### src/hw/rtl/kpc_pkg.sv
`default_nettype none

package kpc_pkg;

    // field widths fixed by the item format
    localparam int HELD_W   = 16;
    localparam int PERIOD_W = 7;
    localparam int PIN_W    = 4;
    localparam int IDX_W    = 3;
    localparam int MASK_W   = 4;
    localparam int CFG_W    = 16;
    localparam int REG_IDX_W = 2;

    // configuration register indexes
    localparam logic [REG_IDX_W-1:0] REG_SCAN_PERIOD = 2'd0;
    localparam logic [REG_IDX_W-1:0] REG_DEBOUNCE    = 2'd1;
    localparam logic [REG_IDX_W-1:0] REG_LONG_PRESS  = 2'd2;

    // register reset values
    localparam logic [PERIOD_W-1:0] SCAN_PERIOD_RST = 7'd10;
    localparam logic [HELD_W-1:0]   DEBOUNCE_RST    = 16'd30;
    localparam logic [HELD_W-1:0]   LONG_PRESS_RST  = 16'd800;

    // request opcodes
    localparam logic OP_SCAN = 1'b0;
    localparam logic OP_READ = 1'b1;

    typedef enum logic [1:0] {
        EV_NONE  = 2'd0,
        EV_SHORT = 2'd1,
        EV_LONG  = 2'd2
    } ev_code_t;

    typedef struct packed {
        logic [PERIOD_W-1:0] scan_period;
        logic [HELD_W-1:0]   debounce;
        logic [HELD_W-1:0]   long_press;
    } cfg_t;

    typedef struct packed {
        logic     ready;   // event pending after this request
        ev_code_t code;    // event returned by a read, else none
    } lane_status_t;

endpackage

`default_nettype wire

### src/hw/rtl/kpc_lane.sv
`default_nettype none

module kpc_lane
    import kpc_pkg::*;
(
    input  wire logic         clk,
    input  wire logic         rst_n,
    input  wire logic         scan_en,
    input  wire logic         read_en,
    input  wire logic         pin_level,
    input  wire cfg_t         cfg,
    output lane_status_t      status
);

    logic              last_reg,  last_next;
    logic [HELD_W-1:0] held_reg,  held_next;
    ev_code_t          pend_reg,  pend_next;
    logic              ready_reg, ready_next;
    logic              long_reg,  long_next;

    logic              pressed;
    logic [HELD_W:0]   held_sum;
    logic [HELD_W-1:0] held_grown;

    assign pressed  = ~pin_level;
    assign held_sum = {1'b0, held_reg} + {{(HELD_W + 1 - PERIOD_W){1'b0}}, cfg.scan_period};

    always_comb
    begin
        held_grown = held_reg;
        if (last_reg)
        begin
            held_grown = held_sum[HELD_W] ? {HELD_W{1'b1}} : held_sum[HELD_W-1:0];
        end

        last_next  = last_reg;
        held_next  = held_reg;
        pend_next  = pend_reg;
        ready_next = ready_reg;
        long_next  = long_reg;

        if (scan_en)
        begin
            held_next = held_grown;
            if (pressed && !last_reg)
            begin
                held_next = '0;
                long_next = 1'b0;
            end
            else if (!pressed && last_reg)
            begin
                // a hold that already gave a long event ends silently
                if (held_grown >= cfg.debounce && !long_reg)
                begin
                    pend_next  = EV_SHORT;
                    ready_next = 1'b1;
                end
            end
            last_next = pressed;

            if (pressed && !ready_reg && !long_next && held_next >= cfg.long_press)
            begin
                pend_next  = EV_LONG;
                ready_next = 1'b1;
                long_next  = 1'b1;
            end
        end
        else if (read_en)
        begin
            pend_next  = EV_NONE;
            ready_next = 1'b0;
        end
    end

    assign status.ready = ready_next;
    assign status.code  = (read_en && ready_reg) ? pend_reg : EV_NONE;

    always_ff @(posedge clk or negedge rst_n)
    begin
        if (!rst_n)
        begin
            last_reg  <= 1'b0;
            held_reg  <= '0;
            pend_reg  <= EV_NONE;
            ready_reg <= 1'b0;
            long_reg  <= 1'b0;
        end
        else
        begin
            last_reg  <= last_next;
            held_reg  <= held_next;
            pend_reg  <= pend_next;
            ready_reg <= ready_next;
            long_reg  <= long_next;
        end
    end

endmodule

`default_nettype wire

### src/hw/rtl/kpc_merge.sv
`default_nettype none

module kpc_merge
    import kpc_pkg::*;
#(
    parameter int NUM_KEYS = 4
)
(
    input  wire lane_status_t      status [NUM_KEYS],
    output logic [1:0]             event_code,
    output logic [MASK_W-1:0]      pending_mask
);

    // at most one lane returns a code, so an or merge is enough
    always_comb
    begin
        event_code = EV_NONE;
        for (int k = 0; k < NUM_KEYS; k++)
        begin
            event_code = event_code | status[k].code;
        end
    end

    for (genvar k = 0; k < MASK_W; k++)
    begin : g_mask
        if (k < NUM_KEYS)
        begin : g_key
            assign pending_mask[k] = status[k].ready;
        end
        else
        begin : g_none
            assign pending_mask[k] = 1'b0;
        end
    end

endmodule

`default_nettype wire

### src/hw/rtl/key_press_classifier_unit.sv
// result: a request's result is registered and shows in the cycle after acceptance
// throughput: one request per cycle; on a scan every key lane updates in the same cycle and
//   in_ready only drops while a finished result waits on a stalled output
// reset: asynchronous active low; all keys released, timers zero, no events,
//   registers back to scan period 10, debounce 30, long press 800
`default_nettype none

module key_press_classifier_unit
    import kpc_pkg::*;
#(
    parameter int NUM_KEYS = 4
)
(
    input  wire logic                 clk,
    input  wire logic                 rst_n,

    // configuration writes
    input  wire logic                 cfg_write_en,
    input  wire logic [REG_IDX_W-1:0] cfg_index,
    input  wire logic [CFG_W-1:0]     cfg_data,

    // request channel
    input  wire logic                 in_valid,
    output logic                      in_ready,
    input  wire logic                 op,
    input  wire logic [PIN_W-1:0]     pin_levels,
    input  wire logic [IDX_W-1:0]     key_index,

    // result channel
    output logic                      out_valid,
    input  wire logic                 out_ready,
    output logic [1:0]                event_code,
    output logic [MASK_W-1:0]         pending_mask
);

    cfg_t cfg_reg;

    logic              in_fire;
    logic              scan_en;
    logic              read_req;

    lane_status_t      status [NUM_KEYS];
    logic [1:0]        code_merged;
    logic [MASK_W-1:0] mask_merged;

    logic              out_valid_reg;
    logic [1:0]        event_code_reg;
    logic [MASK_W-1:0] pending_mask_reg;

    // a new request is taken whenever the result register is empty or draining
    assign in_ready = !out_valid_reg || out_ready;
    assign in_fire  = in_valid && in_ready;
    assign scan_en  = in_fire && (op == OP_SCAN);
    assign read_req = in_fire && (op == OP_READ);

    // configuration registers, unknown indexes are ignored
    always_ff @(posedge clk or negedge rst_n)
    begin
        if (!rst_n)
        begin
            cfg_reg.scan_period <= SCAN_PERIOD_RST;
            cfg_reg.debounce    <= DEBOUNCE_RST;
            cfg_reg.long_press  <= LONG_PRESS_RST;
        end
        else if (cfg_write_en)
        begin
            case (cfg_index)
                REG_SCAN_PERIOD: cfg_reg.scan_period <= cfg_data[PERIOD_W-1:0];
                REG_DEBOUNCE:    cfg_reg.debounce    <= cfg_data[HELD_W-1:0];
                REG_LONG_PRESS:  cfg_reg.long_press  <= cfg_data[HELD_W-1:0];
                default:         ;
            endcase
        end
    end

    // one lane per key; keys past the pin field always see a released level,
    // and an out-of-range key index matches no lane so a read returns none
    for (genvar k = 0; k < NUM_KEYS; k++)
    begin : g_lane
        logic level;
        logic sel;

        if (k < PIN_W)
        begin : g_pin
            assign level = pin_levels[k];
        end
        else
        begin : g_released
            assign level = 1'b1;
        end

        assign sel = read_req && (key_index == IDX_W'(k));

        kpc_lane u_lane (
            .clk       (clk),
            .rst_n     (rst_n),
            .scan_en   (scan_en),
            .read_en   (sel),
            .pin_level (level),
            .cfg       (cfg_reg),
            .status    (status[k])
        );
    end

    // combine lane results into one code and the post-request pending mask
    kpc_merge #(
        .NUM_KEYS (NUM_KEYS)
    ) u_merge (
        .status       (status),
        .event_code   (code_merged),
        .pending_mask (mask_merged)
    );

    // result register
    always_ff @(posedge clk or negedge rst_n)
    begin
        if (!rst_n)
        begin
            out_valid_reg <= 1'b0;
        end
        else if (in_ready)
        begin
            out_valid_reg <= in_fire;
        end
    end

    always_ff @(posedge clk)
    begin
        if (in_fire)
        begin
            event_code_reg   <= code_merged;
            pending_mask_reg <= mask_merged;
        end
    end

    assign out_valid    = out_valid_reg;
    assign event_code   = event_code_reg;
    assign pending_mask = pending_mask_reg;

endmodule

`default_nettype wire

### config.mk
export PLATFORM = sky130hd
export DESIGN_NAME = key_press_classifier_unit
export DESIGN_NICKNAME = d
export VERILOG_FILES = /design/src/hw/rtl/kpc_pkg.sv /design/src/hw/rtl/kpc_lane.sv /design/src/hw/rtl/kpc_merge.sv /design/src/hw/rtl/key_press_classifier_unit.sv
export SDC_FILE = /design/constraint.sdc
export NUM_CORES = 1
export LEC_CHECK = 0
export BUFFER_PORTS_ARGS = -buffer_cell sky130_fd_sc_hd__buf_4
export CAP_MARGIN = 5
export CORE_UTILIZATION = 55
export DETAILED_ROUTE_END_ITERATION = 10
export GPL_TIMING_DRIVEN = 0
export PLACE_DENSITY_LB_ADDON = 0.3
export SLEW_MARGIN = 20
export SYNTH_ARGS = -nofsm -noshare
export SYNTH_HDL_FRONTEND = slang
export SYNTH_SLANG_ARGS = --single-unit
### constraint.sdc
create_clock -name clk -period 6.13 [get_ports clk]
set_input_delay 0.9195 -clock clk [delete_from_list [all_inputs] [get_ports clk]]
set_output_delay 0.9195 -clock clk [all_outputs]
set_load 0.01 [all_outputs]
==> results.md <==
* Fin crit share at 74.3%
* Syn_nets at 1514
* Pwr dens at 362 nW/um^2
* Die area at 21600 sq um
* Clock Tree Root: clkbuf_16
* Max-cap violations at 0
* Asr flop ratio synth at 95.4%
* Syn avg cell area at 8.72 sq um
* Fin. max-slew vios at 0
* Most used flip-flop cell after synthesis: dfrtp_1
* Worst skew pair latency at 440 ps
* Initial antenna violation count at 0
* FF-to-FF Start: cfg_reg[32]
* Final Cell Area at 12800 sq um
* Outcome: completed
* Routed length per placed instance at 20.9 um
* Fillers at 1719
* Slew of the pin with the lowest slew margin at 929 ps
* First-pass GRT wire length at 54.9 mm
* Warnings from Yosys at 0
* Mapped Cells at 1323
* DRC Markers at 0
* CP Class: reg2reg
* Distinct cells, synth at 94
* Fmax at 220 MHz
* Top-area cell type share of the netlist area at 25.0%
* Post-layout min period at 4560 ps
* # hold bufs at CTS at 0
* Ant. Diodes at 0
* Post-CTS setup buffers at 0
* Cts repair resizes at 0
* Leakage power at 6.00 nW
* Die width at 147 um
* # setup viols final at 0
* CP Max Fanout at 8
* Flop2flop setup slack at 1570 ps
* Fin nets at 1571
* WHS at 377 ps
* Worst rel slew slack at 38.0%
* Yosys top cell by area: dfrtp_1
* Worst vdd ir at 0.000266 V
* Max reg flops at 64
* Vias at 10690
* Post-synthesis sequential area ratio at 28.6%
* Placer Congestion at 0.954
* Die height at 147 um
* Port Buffers at 37
* Antenna viol nets, final at 0
* Vias in the first global route at 10333
* Worst Clk Skew at 11.5 ps
* Initial drt markers at 985
* Crit path capture: pending_mask[2]
* Maximum clock path buffer count at 2
* Mapped Area at 11500 sq um
* Hpwl dp at 25.9 mm
* Setup TNS at 0 ps
* Worst Hold Class: in2async
* CP Launch Type: register
* Total track usage at 33.1%
* Routed Wire Length at 34.8 mm
* Total gr overflow at 0
* CTS tree: built
* Vias per cell at 6.43
* Tot Pwr at 4.62 mW
* Post-DP Area at 12200 sq um
* #FFs+latches synth at 130
* CP endpoint kind: register
* Synth top area cells: dfrtp_1 (25%), ha_1 (17%), a21oi_1 (6.1%), nor2_1 (4.1%), mux2_2 (4.1%)
* TritonRoute pass-1 iters at 5
* Hold Fails Final Rpt at 0
* Row cnt at 52
* Core box area at 20400 sq um
* RSZ-0062 raised after global routing: no
* Largest net degree at the start of global routing at 78
* Area grow syn2layout at 10.9%
* Starting Density at 56.6%
* WP data arrival at 4710 ps
* Htree depth at 4
* EDFF count, synth at 6
* Clock sinks at 130
* Reg2Reg Depth at 15
* Required time worst endpoint at 6280 ps
* IO Pins at 39
* CTS buffer count at 17
* CP Launch Point: cfg_reg[32]
* Clk slew on worst S/H paths at 70 ps
* Reg2reg end: pending_mask[2]
* Share of post-route cells with drive strength above 1 at 13.1%
-- how the worst min path moves through the flow --
stage / start / to / slack (ps) / cells after the start
after CTS: rst_n / g_lane[2].u_lane.held_reg[7] / 400 / 1
after global routing: rst_n / g_lane[2].u_lane.held_reg[7] / 410 / 1
after detailed placement: cfg_reg[27] / cfg_reg[27] / 490 / 1
final: rst_n / g_lane[2].u_lane.held_reg[7] / 380 / 1
after global placement: g_lane[2].u_lane.long_reg / g_lane[2].u_lane.long_reg / 490 / 2
after floorplan: g_lane[3].u_lane.long_reg / g_lane[3].u_lane.long_reg / 470 / 2
-- power by group --
group	switching, mW	internal, mW
Sequential	0.179	1.04
Clock	0.467	0.625
Combinational	1.39	0.929
Total	2.03	2.59
-- routing by layer --
layer  wire length (um)  share of wire (%)  up-vias  global-route usage (%)
li1                   -                  -     5020                       -
met1              14400                 41     5073                    42.1
met2              15800                 45      451                    52.3
met3               2650                7.6      146                    7.08
met4               1970                5.7        0                    18.7
met5                  0                  0        -                       0
-- critical path, cell delays in order, from the launching register on --
cell,delay (ps)
dfrtp_1,500
ha_1,310
fa_1,450
a211oi_2,320
nor2_2,110
a41oi_4,440
o21ai_2,200
nor2_1,240
nor2_1,90
ha_1,290
a21oi_1,140
nor2_1,60
a211oi_1,330
a21oi_1,120
o21ai_0,510
nand2_1,150
-- through the flow --
step                setup WS, ps  util [%]  cells
floorplan                   2320         -   1323
CTS                         1640      62.8   1663
global placement            1640      59.7   1630
detailed placement          1670      59.8   1631
finish                      1570      62.8   1663
global route                1270      62.8   1663
-- cells in the final DEF (no fill, tap or decap), types with 11 or more instances in the layout --
cell type and n:
inv_1 59, nand3_1 34, mux2_2 42, a211oi_1 34
a21o_1 34, nand2_1 123, nor2_1 127, nor3_1 21
buf_4 36, o21ai_0 59, clkbuf_1 34, nand4_1 11
dfrtp_1 115, nand2b_1 13, and3_1 12, o21ai_1 13
nor2b_1 15, clkbuf_16 17, xnor2_1 24, ha_1 156
and2_1 16, a21oi_1 141
-- cell usage after synthesis (9+ instances only) --
cell      number
buf_2          9
a21o_1        34
clkbuf_1      34
nand2b_1      13
nand4_1       11
a31oi_1       10
xnor2_1       24
dfrtp_1      115
nor2b_1       15
o21bai_1      10
o21a_1         9
o21ai_0       59
o211ai_1      10
nor3_1        21
and2_1        16
nand2_1      123
nand3_1       34
mux2_2        42
ha_1         156
nor2_1       127
inv_1         59
a211oi_1      34
and3_1        12
dfstp_2        9
o21ai_1       13
a21oi_1      141
-- layout make-up --
cell class	count	area, sq um	area share, %
clock inverter	14	165	1.29
buffer	48	191	1.50
sequential	130	3290	25.8
clock buffer	18	439	3.43
tap	270	338	2.64
timing repair buffer	38	313	2.45
multi-input combinational	1085	7820	61.2
inverter	60	225	1.76
-- logic make-up (layout without fill, tap and decap cells) --
| group | count (synthesis) | count (layout) | synth area share (%) |
|---|---|---|---|
| AO/OA/AOI/OAI | 425 | 425 | 25.1 |
| AND/OR/NAND/NOR | 419 | 419 | 17.8 |
| adder cells (fa/ha/maj) | 160 | 160 | 17.6 |
| flip-flops | 130 | 130 | 28.6 |
| buffers and inverters | 108 | 178 | 3.61 |
| multiplexers | 49 | 49 | 4.84 |
| XOR/XNOR | 32 | 32 | 2.43 |
Power figures use the tool's default switching activity.
